[src/hdl/sample_variance_stddev_assert.svh]
// assertion macros for the variance block
`ifndef SAMPLE_VARIANCE_STDDEV_ASSERT_SVH
`define SAMPLE_VARIANCE_STDDEV_ASSERT_SVH

// same-cycle implication
`define SVS_ASSERT_NOW(label, ante, cons) \
  label: assert property (@(posedge clk_i) disable iff (!rst_ni) (ante) |-> (cons)) \
    else $error("sample_variance_stddev assertion failed");

// next-cycle implication
`define SVS_ASSERT_NEXT(label, ante, cons) \
  label: assert property (@(posedge clk_i) disable iff (!rst_ni) (ante) |=> (cons)) \
    else $error("sample_variance_stddev assertion failed");

`endif

[src/hdl/svs_pkg.sv]
package svs_pkg;

  localparam int SMP_W = 24;
  localparam int MAG_W = 24;
  localparam int SQ_W  = 48;
  localparam int SUM_W = 62;
  localparam int VAR_W = 50;
  localparam int SD_W  = 25;
  localparam int CNT_W = 13;
  localparam int ST_W  = 2;

  localparam logic [CNT_W-1:0] MAX_SAMPLES = 13'd4096;

  localparam int QDEPTH = 4;
  localparam int QAW    = $clog2(QDEPTH);
  localparam int QCW    = $clog2(QDEPTH + 1);

  localparam logic [ST_W-1:0] STATUS_OK       = 2'd0;
  localparam logic [ST_W-1:0] STATUS_TOO_FEW  = 2'd1;
  localparam logic [ST_W-1:0] STATUS_OVERFLOW = 2'd2;

  typedef struct packed {
    logic signed [SMP_W-1:0] sample;
    logic                    last_sample;
  } in_word_t;

  typedef struct packed {
    logic [VAR_W-1:0] variance;
    logic [SD_W-1:0]  std_dev;
    logic [CNT_W-1:0] samples_used;
    logic [ST_W-1:0]  status;
  } out_word_t;

  // one finished data set handed from front to back
  typedef struct packed {
    logic [SUM_W-1:0] dev_sum;
    logic [CNT_W-1:0] n_used;
    logic             ovf;
  } job_t;

  typedef struct packed {
    logic           empty;
    logic [QCW-1:0] fill;
  } fifo_stat_t;

endpackage

[src/hdl/svs_front.sv]
module svs_front (
  input  logic                           clk_i,
  input  logic                           rst_ni,
  input  logic                           cfg_valid_i,
  input  logic signed [svs_pkg::SMP_W-1:0] cfg_data_i,
  input  logic                           in_valid_i,
  input  svs_pkg::in_word_t              in_word_i,
  output logic                           in_ready_o,
  input  svs_pkg::fifo_stat_t            fifo_stat_i,
  output logic                           push_o,
  output svs_pkg::job_t                  push_job_o
);

  logic signed [svs_pkg::SMP_W-1:0] mean_q;

  logic [svs_pkg::CNT_W-1:0] count_q, count_d, count_n;
  logic                      ovf_q, ovf_d;
  logic [svs_pkg::SUM_W-1:0] sum_q, sum_d, acc;

  logic                      add1_q, last1_q, add2_q, last2_q;
  logic [svs_pkg::MAG_W-1:0] mag_q;
  logic [svs_pkg::CNT_W-1:0] cnt1_q, cnt2_q;
  logic                      jovf1_q, jovf2_q;
  logic [svs_pkg::SQ_W-1:0]  sq_q;

  logic                      room, fire;
  logic signed [svs_pkg::SMP_W:0] diff;
  logic signed [svs_pkg::SMP_W:0] ndiff;
  logic [svs_pkg::MAG_W-1:0] mag;
  logic [svs_pkg::QCW:0]     pending;

  // sets in flight still need a queue slot
  assign pending = {1'b0, fifo_stat_i.fill} + (svs_pkg::QCW+1)'(last1_q)
                 + (svs_pkg::QCW+1)'(last2_q);
  assign in_ready_o = pending < (svs_pkg::QCW+1)'(svs_pkg::QDEPTH);
  assign fire       = in_valid_i & in_ready_o;
  assign room       = count_q < svs_pkg::MAX_SAMPLES;
  assign count_n    = room ? count_q + 1'b1 : count_q;

  assign diff  = {in_word_i.sample[svs_pkg::SMP_W-1], in_word_i.sample}
               - {mean_q[svs_pkg::SMP_W-1], mean_q};
  assign ndiff = -diff;
  assign mag   = diff[svs_pkg::SMP_W] ? ndiff[svs_pkg::MAG_W-1:0] : diff[svs_pkg::MAG_W-1:0];

  always_comb begin
    count_d = count_q;
    ovf_d   = ovf_q;
    if (fire) begin
      if (in_word_i.last_sample) begin
        count_d = '0;
        ovf_d   = 1'b0;
      end else begin
        count_d = count_n;
        ovf_d   = ovf_q | ~room;
      end
    end
  end

  assign acc   = sum_q + (add2_q ? {{(svs_pkg::SUM_W-svs_pkg::SQ_W){1'b0}}, sq_q} : '0);
  assign sum_d = last2_q ? '0 : acc;

  assign push_o             = last2_q;
  assign push_job_o.dev_sum = acc;
  assign push_job_o.n_used  = cnt2_q;
  assign push_job_o.ovf     = jovf2_q;

  always_ff @(posedge clk_i or negedge rst_ni) begin
    if (!rst_ni) begin
      mean_q  <= '0;
      count_q <= '0;
      ovf_q   <= 1'b0;
      sum_q   <= '0;
      add1_q  <= 1'b0;
      last1_q <= 1'b0;
      add2_q  <= 1'b0;
      last2_q <= 1'b0;
    end else begin
      if (cfg_valid_i) begin
        mean_q <= cfg_data_i;
      end
      count_q <= count_d;
      ovf_q   <= ovf_d;
      sum_q   <= sum_d;
      add1_q  <= fire & room;
      last1_q <= fire & in_word_i.last_sample;
      add2_q  <= add1_q;
      last2_q <= last1_q;
    end
  end

  always_ff @(posedge clk_i) begin
    mag_q   <= mag;
    cnt1_q  <= count_n;
    jovf1_q <= ovf_q | ~room;
    sq_q    <= {{(svs_pkg::SQ_W-svs_pkg::MAG_W){1'b0}}, mag_q}
             * {{(svs_pkg::SQ_W-svs_pkg::MAG_W){1'b0}}, mag_q};
    cnt2_q  <= cnt1_q;
    jovf2_q <= jovf1_q;
  end

endmodule

[src/hdl/svs_fifo.sv]
module svs_fifo (
  input  logic                clk_i,
  input  logic                rst_ni,
  input  logic                push_i,
  input  svs_pkg::job_t       job_i,
  input  logic                pop_i,
  output svs_pkg::job_t       job_o,
  output svs_pkg::fifo_stat_t stat_o
);

  svs_pkg::job_t                 mem_q [svs_pkg::QDEPTH];
  logic [svs_pkg::QAW-1:0]       wr_ptr_q, rd_ptr_q;
  logic [svs_pkg::QCW-1:0]       fill_q, fill_d;

  assign job_o        = mem_q[rd_ptr_q];
  assign stat_o.empty = fill_q == '0;
  assign stat_o.fill  = fill_q;

  always_comb begin
    fill_d = fill_q;
    if (push_i && !pop_i) begin
      fill_d = fill_q + 1'b1;
    end else if (pop_i && !push_i) begin
      fill_d = fill_q - 1'b1;
    end
  end

  always_ff @(posedge clk_i or negedge rst_ni) begin
    if (!rst_ni) begin
      wr_ptr_q <= '0;
      rd_ptr_q <= '0;
      fill_q   <= '0;
    end else begin
      if (push_i) begin
        wr_ptr_q <= wr_ptr_q + 1'b1;
      end
      if (pop_i) begin
        rd_ptr_q <= rd_ptr_q + 1'b1;
      end
      fill_q <= fill_d;
    end
  end

  always_ff @(posedge clk_i) begin
    if (push_i) begin
      mem_q[wr_ptr_q] <= job_i;
    end
  end

endmodule

[src/hdl/svs_back.sv]
module svs_back (
  input  logic               clk_i,
  input  logic               rst_ni,
  input  svs_pkg::job_t      job_i,
  input  logic               empty_i,
  output logic               pop_o,
  output logic               out_valid_o,
  input  logic               out_ready_i,
  output svs_pkg::out_word_t out_word_o
);

  localparam logic [1:0] ST_IDLE = 2'd0;
  localparam logic [1:0] ST_DIV  = 2'd1;
  localparam logic [1:0] ST_SQRT = 2'd2;
  localparam logic [1:0] ST_DONE = 2'd3;

  localparam int STEP_W = $clog2(svs_pkg::SUM_W);
  localparam int SREM_W = svs_pkg::SD_W;

  logic [1:0]                state_q, state_d;
  logic [STEP_W-1:0]         step_q, step_d;
  logic [svs_pkg::SUM_W-1:0] num_q, num_d;
  logic [svs_pkg::CNT_W-1:0] rem_q, rem_d, dsr_q, dsr_d, cnt_q, cnt_d;
  logic [svs_pkg::VAR_W-1:0] rad_q, rad_d;
  logic [svs_pkg::SD_W-1:0]  root_q, root_d;
  logic [SREM_W-1:0]         srem_q, srem_d;
  logic [svs_pkg::ST_W-1:0]  stat_q, stat_d;
  logic                      out_valid_q, out_valid_d;
  svs_pkg::out_word_t        out_q, out_d;

  logic [svs_pkg::CNT_W:0]   rem_sh, rem_sub;
  logic                      div_ge;
  logic [SREM_W+1:0]         srem_sh, trial, srem_sub;
  logic                      sq_ge;
  logic                      load_out;

  // restoring divide, one quotient bit a cycle
  assign rem_sh  = {rem_q, num_q[svs_pkg::SUM_W-1]};
  assign div_ge  = rem_sh >= {1'b0, dsr_q};
  assign rem_sub = rem_sh - {1'b0, dsr_q};

  // digit-by-digit root, one result bit a cycle
  assign srem_sh  = {srem_q, rad_q[svs_pkg::VAR_W-1 -: 2]};
  assign trial    = {root_q, 2'b01};
  assign sq_ge    = srem_sh >= trial;
  assign srem_sub = srem_sh - trial;

  assign load_out    = (state_q == ST_DONE) && (!out_valid_q || out_ready_i);
  assign pop_o       = (state_q == ST_IDLE) && !empty_i;
  assign out_valid_o = out_valid_q;
  assign out_word_o  = out_q;

  always_comb begin
    state_d     = state_q;
    step_d      = step_q;
    num_d       = num_q;
    rem_d       = rem_q;
    dsr_d       = dsr_q;
    cnt_d       = cnt_q;
    rad_d       = rad_q;
    root_d      = root_q;
    srem_d      = srem_q;
    stat_d      = stat_q;
    out_valid_d = out_valid_q;
    out_d       = out_q;
    if (out_ready_i) begin
      out_valid_d = 1'b0;
    end
    case (state_q)
      ST_IDLE: begin
        if (!empty_i) begin
          cnt_d  = job_i.n_used;
          root_d = '0;
          step_d = '0;
          rem_d  = '0;
          if (job_i.n_used < svs_pkg::CNT_W'(2)) begin
            num_d   = '0;
            stat_d  = svs_pkg::STATUS_TOO_FEW;
            state_d = ST_DONE;
          end else begin
            num_d   = job_i.dev_sum;
            dsr_d   = job_i.n_used - 1'b1;
            stat_d  = job_i.ovf ? svs_pkg::STATUS_OVERFLOW : svs_pkg::STATUS_OK;
            state_d = ST_DIV;
          end
        end
      end
      ST_DIV: begin
        rem_d  = div_ge ? rem_sub[svs_pkg::CNT_W-1:0] : rem_sh[svs_pkg::CNT_W-1:0];
        num_d  = {num_q[svs_pkg::SUM_W-2:0], div_ge};
        step_d = step_q + 1'b1;
        if (step_q == STEP_W'(svs_pkg::SUM_W - 1)) begin
          rad_d   = num_d[svs_pkg::VAR_W-1:0];
          srem_d  = '0;
          root_d  = '0;
          step_d  = '0;
          state_d = ST_SQRT;
        end
      end
      ST_SQRT: begin
        srem_d = sq_ge ? srem_sub[SREM_W-1:0] : srem_sh[SREM_W-1:0];
        root_d = {root_q[svs_pkg::SD_W-2:0], sq_ge};
        rad_d  = {rad_q[svs_pkg::VAR_W-3:0], 2'b00};
        step_d = step_q + 1'b1;
        if (step_q == STEP_W'(svs_pkg::SD_W - 1)) begin
          state_d = ST_DONE;
        end
      end
      ST_DONE: begin
        if (load_out) begin
          out_d.variance     = num_q[svs_pkg::VAR_W-1:0];
          out_d.std_dev      = root_q;
          out_d.samples_used = cnt_q;
          out_d.status       = stat_q;
          out_valid_d        = 1'b1;
          state_d            = ST_IDLE;
        end
      end
      default: begin
        state_d = ST_IDLE;
      end
    endcase
  end

  always_ff @(posedge clk_i or negedge rst_ni) begin
    if (!rst_ni) begin
      state_q     <= ST_IDLE;
      step_q      <= '0;
      out_valid_q <= 1'b0;
    end else begin
      state_q     <= state_d;
      step_q      <= step_d;
      out_valid_q <= out_valid_d;
    end
  end

  always_ff @(posedge clk_i) begin
    num_q  <= num_d;
    rem_q  <= rem_d;
    dsr_q  <= dsr_d;
    cnt_q  <= cnt_d;
    rad_q  <= rad_d;
    root_q <= root_d;
    srem_q <= srem_d;
    stat_q <= stat_d;
    out_q  <= out_d;
  end

endmodule

[src/hdl/sample_variance_stddev.sv]
// throughput: one sample word per cycle while the queue has room; a set's closing word
// occupies the back end for a 62-step restoring divide, then a 25-step square root
// a set with fewer than two samples skips both steps and reports too few samples
// a 4-set queue lets samples of later sets flow while the back end is busy
// reset: asynchronous, active low; clears mean, accumulator, counts, queue and output valid
module sample_variance_stddev (
  input  logic                             clk_i,
  input  logic                             rst_ni,
  input  logic                             cfg_valid_i,
  output logic                             cfg_ready_o,
  input  logic signed [svs_pkg::SMP_W-1:0] cfg_data_i,
  input  logic                             in_valid_i,
  output logic                             in_ready_o,
  input  svs_pkg::in_word_t                in_word_i,
  output logic                             out_valid_o,
  input  logic                             out_ready_i,
  output svs_pkg::out_word_t               out_word_o
);

  logic                push;
  logic                pop;
  svs_pkg::job_t       push_job;
  svs_pkg::job_t       head_job;
  svs_pkg::fifo_stat_t fifo_stat;

  assign cfg_ready_o = 1'b1;

  svs_front u_front (
    .clk_i       (clk_i),
    .rst_ni      (rst_ni),
    .cfg_valid_i (cfg_valid_i),
    .cfg_data_i  (cfg_data_i),
    .in_valid_i  (in_valid_i),
    .in_word_i   (in_word_i),
    .in_ready_o  (in_ready_o),
    .fifo_stat_i (fifo_stat),
    .push_o      (push),
    .push_job_o  (push_job)
  );

  svs_fifo u_fifo (
    .clk_i  (clk_i),
    .rst_ni (rst_ni),
    .push_i (push),
    .job_i  (push_job),
    .pop_i  (pop),
    .job_o  (head_job),
    .stat_o (fifo_stat)
  );

  svs_back u_back (
    .clk_i       (clk_i),
    .rst_ni      (rst_ni),
    .job_i       (head_job),
    .empty_i     (fifo_stat.empty),
    .pop_o       (pop),
    .out_valid_o (out_valid_o),
    .out_ready_i (out_ready_i),
    .out_word_o  (out_word_o)
  );

`include "sample_variance_stddev_assert.svh"

  `SVS_ASSERT_NOW(a_no_push_full, push, fifo_stat.fill != svs_pkg::QCW'(svs_pkg::QDEPTH))
  `SVS_ASSERT_NOW(a_no_pop_empty, pop, !fifo_stat.empty)
  `SVS_ASSERT_NOW(a_too_few_zero,
    out_valid_o && (out_word_o.status == svs_pkg::STATUS_TOO_FEW),
    (out_word_o.variance == '0) && (out_word_o.std_dev == '0))
  `SVS_ASSERT_NOW(a_count_max, out_valid_o, out_word_o.samples_used <= svs_pkg::MAX_SAMPLES)
  `SVS_ASSERT_NEXT(a_pop_advances, pop && !push,
    fifo_stat.fill == $past(fifo_stat.fill) - 1'b1)

endmodule
[config.mk]
export PLATFORM = sky130hd
export DESIGN_NAME = sample_variance_stddev
export DESIGN_NICKNAME = d
export VERILOG_FILES = /design/src/hdl/svs_pkg.sv /design/src/hdl/svs_front.sv /design/src/hdl/svs_fifo.sv /design/src/hdl/svs_back.sv /design/src/hdl/sample_variance_stddev.sv
export VERILOG_INCLUDE_DIRS = /design/src /design/src/hdl
export SDC_FILE = /design/constraint.sdc
export NUM_CORES = 2
export LEC_CHECK = 0
export BUFFER_PORTS_ARGS = -buffer_cell sky130_fd_sc_hd__clkbuf_2
export CORE_AREA = 2 2 303 305
export DETAILED_ROUTE_END_ITERATION = 8
export DIE_AREA = 0 0 305 307
export MAX_ROUTING_LAYER = met4
export PLACE_DENSITY = 0.75
export SKIP_LAST_GASP = 1
export SLEW_MARGIN = 10
export SYNTH_ARGS = -nofsm -noshare
export SYNTH_HDL_FRONTEND = slang
export SYNTH_SLANG_ARGS = --single-unit
[constraint.sdc]
create_clock -name clk_i -period 7.4 [get_ports clk_i]
set_input_delay 1.48 -clock clk_i [delete_from_list [all_inputs] [get_ports clk_i]]
set_output_delay 1.48 -clock clk_i [all_outputs]
set_load 0.02 [all_outputs]
After elaboration in Yosys (flattened, before gate mapping)
Memory sizes are Yosys's and may differ from the RTL's. Cells that the tools add are included.

Register bits: 513. Bits in writable memories: 304. Bits of input ports: 54. Output and inout port bits: 93. Word-level logic and storage cells: 128. Memories: 1.

Memory list: u_fifo.mem_q (words 4, bits a word 76, read ports 1, clocked after Yosys merged registers in 0, wr ports 1, RTL line svs_fifo.sv:11) `svs_pkg::job_t mem_q [svs_pkg::QDEPTH];`.

Add/subtract/negate cells: 14. Multipliers: 1. Order comparisons: 5. Eq/ne operators: 9. Muxes and demuxes: 36. Bitwise operators: 7. Reduce and logical (&&, ||, !) cells: 23.

Operators by type and width (count): 2-to-1 mux 62 bit (3); one-hot mux 62 bit (2 select lines) (1); one-hot mux 50 bit (2 select lines) (1); 2-to-1 mux 25 bit (3); one-hot mux 25 bit (3 select lines) (1); adder 62 bit (1); 2-to-1 mux 13 bit (4); 2-to-1 mux 50 bit (1); one-hot mux 25 bit (2 select lines) (1); multiplier 24 x 24 -> 48 bit (1); 2-to-1 mux 48 bit (1); greater-or-equal comparator 27 bit (1); one-hot mux 13 bit (2 select lines) (1); subtractor 24 x 24 -> 25 bit (1); subtractor 25 bit (1); 2-to-1 mux 24 bit (1); negator 24 bit (1); one-hot mux 6 bit (3 select lines) (1); greater-or-equal comparator 14 x 13 -> 1 bit (1); adder 13 x 1 -> 13 bit (second input constant) (1); < comparator 13 bit (second input constant) (1); < comparator 13 x 2 -> 1 bit (second input constant) (1); subtractor 13 x 1 -> 13 bit (second input constant) (1); subtractor 13 bit (1); other kinds (31) (64).

Longest topological paths before layout
Depth in word-level cells: 6. Depth in mapped cells: 29. Gate-level depth less buffers: 28.

By module
Synthesis repeated with hierarchy kept, for this count alone.

Cell total of the unflattened synthesis: 4525. Area total of the unflattened synthesis: 52511.6 µm².

Modules (own cells, without submodules): svs_front (times used 1, cells an instance 3016, area an instance 27433.8 µm²); svs_back (times used 1, cells an instance 1076, area an instance 13703.1 µm²); svs_fifo (times used 1, cells an instance 431, area an instance 11363.4 µm²); sample_variance_stddev (times used 1, cells an instance 2, area an instance 11.3 µm²).

Least setup slack after synthesis
OpenSTA, ideal clock, no wires.

Path type: register -> register. Start point: reg u_front.mag_q[4] (netlist name). End point: reg u_front.sq_q[40] (netlist name). Arrival: 7088 ps. Data required time: 7280 ps. Slack: 192 ps. Cell stages (with the launch flop): 25. Path buffers: 2. Clock period less this slack: 7208 ps. Path through: dfxtp_1 clkbuf_1 clkbuf_1 nand2_1 fa_1 inv_1 fa_1 fa_1 fa_1 fa_1 fa_1 inv_1 fa_1 inv_1 ha_1 and3_1 and2_1 a221oi_1 o22ai_1 o31ai_1 nand2b_1 a221oi_1 o21bai_1 a41o_1 xor2_1.

Word-level cells in the longest chain between the ends: 1.

RTL lines: from (decl) (RTL line svs_front.sv:21) `logic [svs_pkg::MAG_W-1:0] mag_q;`; from (signal assigned) (RTL line svs_front.sv:92) `mag_q <= mag;`; multiplier 24 x 24 -> 48 bit (RTL line svs_front.sv:96) `* {{(svs_pkg::SQ_W-svs_pkg::MAG_W){1'b0}}, mag_q};`; to (signal assigned) (RTL line svs_front.sv:95) `sq_q <= {{(svs_pkg::SQ_W-svs_pkg::MAG_W){1'b0}}, mag_q}`; to (decl) (RTL line svs_front.sv:24) `logic [svs_pkg::SQ_W-1:0] sq_q;`.

No other way between the ends. A chain may end at the register's enable or synchronous reset.

Worst setup path in the final report
Start point: reg u_front.mag_q[6] (netlist name). End point: reg u_front.sq_q[40] (netlist name).

Same word-level chain as after synthesis.

==> results <==
- The number of endpoints with negative hold slack in the final report was 0.
- The smallest clock period supported by the final layout is computed as 7018 ps.
- The post-route core utilization is 0.6291.
- The number of antenna violations at the first check in global routing was 3.
- Counting along the longest clock path gives a buffer depth of 3.
- For this design, the sink count on the clock tree is 816.
- For this run, design rule violations remaining after detail routing come to 0.
- After the first detailed-routing iteration, the DRC count stood at 2479.
- The flip-flop cell with the highest count after synthesis is sky130_fd_sc_hd__edfxtp_1.
- The clock latency of the later-clocked register in the worst-skew pair is 650 ps.
- The growth of design area from synthesis to finish is 9.905%.
- Along the worst hold path, the cell count comes to 0.
- During I/O placement, the number of pins put on the boundary was between 100 and 150.
- The mapped netlist covers 51910 um2.
- Dividing the detail-routed wire length by the instance count gives 18.59 um.
- The number of distinct library cells after synthesis is 83.
- The library cells used most frequently in the layout, excluding fill and tap cells, are 648 x sky130_fd_sc_hd__inv_1, 597 x sky130_fd_sc_hd__edfxtp_1, 429 x sky130_fd_sc_hd__nand2_1, 426 x sky130_fd_sc_hd__fa_1, 300 x sky130_fd_sc_hd__ha_1.
- Prior to clock tree synthesis, the placed netlist has a worst setup slack of 157.5 ps.
- The cell chosen for the clock root is sky130_fd_sc_hd__clkbuf_16.
- The via count of the first global-routing pass is about 34000.
- The endpoint identified for the worst register-to-register timing path is u_front.sq_q[40].
- The register bit count reported by yosys is 816.
- The number of buffers added to fix hold violations after cts is 0.
- Measured along the y axis, the die boundary spans 307 um.
- Yosys mapped a number of flops with a built-in enable equal to 597.
- Of the cells placed in the final design, the portion with a size suffix greater than 1 is 0.1167.
- The setup TNS after final layout is 0 ps.
- In this run the worst hold path is classified as reg -> reg.
- The count of H-tree levels built during CTS is 3.
- By area, the combinational part of the netlist is dominated by adder cells.
- The ratio of final minimum period to clock period is 0.9484.
- The number of buffers created by CTS is between 80 and 90.
- After synthesis, the mean cell area works out to 11.67 um2.
- The number of placement rows is 111.
- The maximum number of pins on one net before global-route repair is 96.
- The upper clock frequency limit is approximately 0.14 GHz.
- Setup slack on the worst reg-to-reg path comes out at 380 ps.
- The flow ran to the end, and the final reports show no timing, DRC or antenna violations.
- The worst hold endpoint is u_front.cnt2_q[11].
- Setup slack closes at 382.2 ps.
- For this configuration, the core starts out at a cell density of 0.5724.
- Clock skew on the completed layout was measured at 21.37 ps.
- The type of element launching the critical path is a flop.
- In this run the remaining antenna-violating nets after routing total 0.
- The startpoint of the lowest-slack hold path is u_front.cnt1_q[11].
- The clock-pin slew of the registers on the worst-case setup and hold paths is 60 ps.
- The number of pins exceeding their max-slew limit in the final report is 0.
- The fraction of synthesized cell area in xor and xnor cells is 0.03307.
- In this run the tightest slew margin relative to its limit is 0.3195.
- The arrival time of data at the critical path endpoint is 7550 ps.
- The actual transition at the worst max-transition pin is 1017 ps.
- Of the total synthesized cell area, the portion taken by full adders, half adders and majority gates is 0.2371.
- The multiplexer share of the synthesized area is 0.05121.
- The sequential cell area fraction in the yosys report is 0.4413.
- Synthesis handed over a netlist of 4449 instances.
- Of all flip-flops after synthesis, the portion carrying an async set or reset was 0.1471.
- Setup violations remaining at the end of the flow were counted as 0.
- The final net count is 5359.
- The startpoint identified for the worst register-to-register timing path is u_front.mag_q[6].
- The class of the most critical setup path is reg -> reg.
- The data required time of the worst path is 7930 ps.
- Setup repair after global routing could not meet its margin everywhere.
- The leading cell type in the layout, fill and taps excluded is sky130_fd_sc_hd__inv_1.
- The simple logic cell fraction of the synthesized area is 0.1050.
- The first global-routing pass estimated 178200 um of wire.
- The compound-cell area share of the yosys netlist came to 0.07189.
- The net count after synthesis is 5231.
- The leftover overflow at the end of global routing is 0.
- TritonCTS built the clock tree.
- Wires add up to around 110000 um.
- Routability-driven placement finished with a final weighted congestion of 0.9381.
- Once detailed placement completed, the half-perimeter wirelength came to 80550 um.
- The floorplan core area is 90690 um2.
- The total vias in the final route is ~32000.
- The die covers 93640 um2.
- The total of warnings raised by yosys is 0.
- In the routed layout, each cell is associated on average with a via count of around 5.5.
- Counting cells, the worst reg-to-reg path comes to 27.
- From left edge to right edge, the die measures just over 300 um.
- The pre-antenna-repair detailed-routing pass consisted of 6 iterations.
- The global routing usage summed across all routing layers is 0.2465.
- The worst setup path is captured at a flop.
- The maximum fanout count along the critical path is 14.
- Input and output buffers added on the ports amount to 145.
- Max-cap violations in this run came to 0.
==> stage by stage <==
stage,std cells,hold slack [ps],instance area [um2]
after floorplan,4449,309.6,51910
after global placement,5678,310.9,54040
after detailed placement,5678,312.1,54040
after CTS,5832,321.5,56990
after global routing,5834,329.3,57060
final,5834,326.4,57060
==> worst max path at each step <==
stage / cells after the start / endpoint / slack (ps) / startpoint
2_1_floorplan: 24 / u_front.sq_q[40] / 190 / u_front.mag_q[4]
6_report: 27 / u_front.sq_q[40] / 380 / u_front.mag_q[6]
5_1_grt: 25 / u_front.sq_q[40] / -30 / u_front.mag_q[6]
3_3_place_gp: 23 / u_front.sq_q[40] / 230 / u_front.mag_q[18]
4_1_cts: 23 / u_front.sq_q[40] / 140 / u_front.mag_q[18]
3_5_place_dp: 23 / u_front.sq_q[40] / 160 / u_front.mag_q[18]
==> metal layers <==
| layer | GRT usage | part of all wire | up-vias |
|---|---|---|---|
| li1 | - | - | 15220 |
| met1 | 0.3169 | 0.43 | 16100 |
| met2 | 0.4124 | 0.50 | 859 |
| met3 | 0.02901 | 0.047 | 183 |
| met5 | - | 0 | - |
| met4 | 0.07806 | 0.028 | 0 |
==> layout make-up <==
type                            count  area [um2]
Antenna cell                        2       5.005
Clock buffer                      102        2240
Clock inverter                     52       709.4
Fill cell                        6926       33630
Inverter                          651        2444
Multi-Input combinational cell   2810       25950
Sequential cell                   816       22940
Tap cell                         1186        1484
Timing Repair Buffer              215        1289
==> flip-flops by register name (all words and copies together), names as in the netlist, 24 cells and up <==
register and flops:
u_back.num_q 62, u_back.out_word_o 90, u_back.rad_q 50, u_back.root_q 25, u_back.srem_q 25, u_fifo.mem_q 304
u_front.mag_q 24, u_front.mean_q 24, u_front.sq_q 47, u_front.sum_q 62
==> timing repair <==
item / 4_1_cts / 5_1_grt
buffers inserted: 0 / 0
resized for setup: 0 / 28
endpoints found under the setup margin: 0 / 10
==> kinds of logic (layout without fill, tap and decap cells) <==
| family | count (synthesis) | count (layout) |
|---|---|---|
| AND/OR/NAND/NOR | 1119 | 1119 |
| buffers and inverters | 823 | 1020 |
| flip-flops | 816 | 816 |
| adder cells (fa/ha/maj) | 728 | 728 |
| AO/OA/AOI/OAI | 602 | 602 |
| XOR/XNOR | 196 | 196 |
| multiplexers | 164 | 164 |
| other | 1 | 3 |
==> Yosys cell counts (11+ instances only) <==
| library cell | instances | area share |
|---|---|---|
| sky130_fd_sc_hd__a21o_1 | 80 | 0.012 |
| sky130_fd_sc_hd__a21oi_1 | 155 | 0.015 |
| sky130_fd_sc_hd__a31oi_1 | 22 | 0.0027 |
| sky130_fd_sc_hd__and2_1 | 188 | 0.023 |
| sky130_fd_sc_hd__and3_1 | 24 | 0.0029 |
| sky130_fd_sc_hd__buf_2 | 13 | 0.0013 |
| sky130_fd_sc_hd__clkbuf_1 | 148 | 0.011 |
| sky130_fd_sc_hd__dfrtp_1 | 120 | 0.058 |
| sky130_fd_sc_hd__dfxtp_1 | 99 | 0.038 |
| sky130_fd_sc_hd__edfxtp_1 | 597 | 0.35 |
| sky130_fd_sc_hd__fa_1 | 426 | 0.16 |
| sky130_fd_sc_hd__ha_1 | 302 | 0.073 |
| sky130_fd_sc_hd__inv_1 | 649 | 0.047 |
| sky130_fd_sc_hd__mux2_2 | 53 | 0.011 |
| sky130_fd_sc_hd__mux2i_1 | 35 | 0.0067 |
| sky130_fd_sc_hd__mux4_2 | 76 | 0.033 |
| sky130_fd_sc_hd__nand2_1 | 429 | 0.031 |
| sky130_fd_sc_hd__nand2b_1 | 17 | 0.0020 |
| sky130_fd_sc_hd__nand3_1 | 43 | 0.0041 |
| sky130_fd_sc_hd__nand4_1 | 37 | 0.0045 |
| sky130_fd_sc_hd__nor2_1 | 187 | 0.014 |
| sky130_fd_sc_hd__nor2b_1 | 96 | 0.012 |
| sky130_fd_sc_hd__nor3_1 | 29 | 0.0028 |
| sky130_fd_sc_hd__nor4_1 | 11 | 0.0013 |
| sky130_fd_sc_hd__o211ai_1 | 14 | 0.0020 |
| sky130_fd_sc_hd__o21a_1 | 18 | 0.0026 |
| sky130_fd_sc_hd__o21ai_0 | 135 | 0.013 |
| sky130_fd_sc_hd__o21ai_1 | 62 | 0.0060 |
| sky130_fd_sc_hd__o21bai_1 | 17 | 0.0025 |
| sky130_fd_sc_hd__o31ai_1 | 15 | 0.0022 |
| sky130_fd_sc_hd__or3_1 | 16 | 0.0019 |
| sky130_fd_sc_hd__xnor2_1 | 126 | 0.021 |
| sky130_fd_sc_hd__xor2_1 | 70 | 0.012 |
==> critical path, cell delays in order, from the launching register on <==
cell	delay, ps
sky130_fd_sc_hd__dfxtp_1	360
sky130_fd_sc_hd__buf_4	220
sky130_fd_sc_hd__and2_1	210
sky130_fd_sc_hd__fa_1	500
sky130_fd_sc_hd__inv_1	50
sky130_fd_sc_hd__fa_1	500
sky130_fd_sc_hd__inv_1	80
sky130_fd_sc_hd__fa_1	510
sky130_fd_sc_hd__inv_1	50
sky130_fd_sc_hd__fa_1	520
sky130_fd_sc_hd__inv_1	50
sky130_fd_sc_hd__fa_1	360
sky130_fd_sc_hd__inv_1	90
sky130_fd_sc_hd__fa_1	440
sky130_fd_sc_hd__fa_1	500
sky130_fd_sc_hd__inv_1	40
sky130_fd_sc_hd__ha_1	330
sky130_fd_sc_hd__and3_1	190
sky130_fd_sc_hd__and2_1	180
sky130_fd_sc_hd__a221oi_2	290
sky130_fd_sc_hd__o22ai_1	150
sky130_fd_sc_hd__o31ai_1	210
sky130_fd_sc_hd__nand2b_1	120
sky130_fd_sc_hd__a221oi_1	290
sky130_fd_sc_hd__buf_4	180
sky130_fd_sc_hd__o21bai_2	90
sky130_fd_sc_hd__a41o_1	250
sky130_fd_sc_hd__xor2_1	140
Power is not shown: default switching activity piles up to over one toggle a cycle in this logic, so the estimate is an artifact.
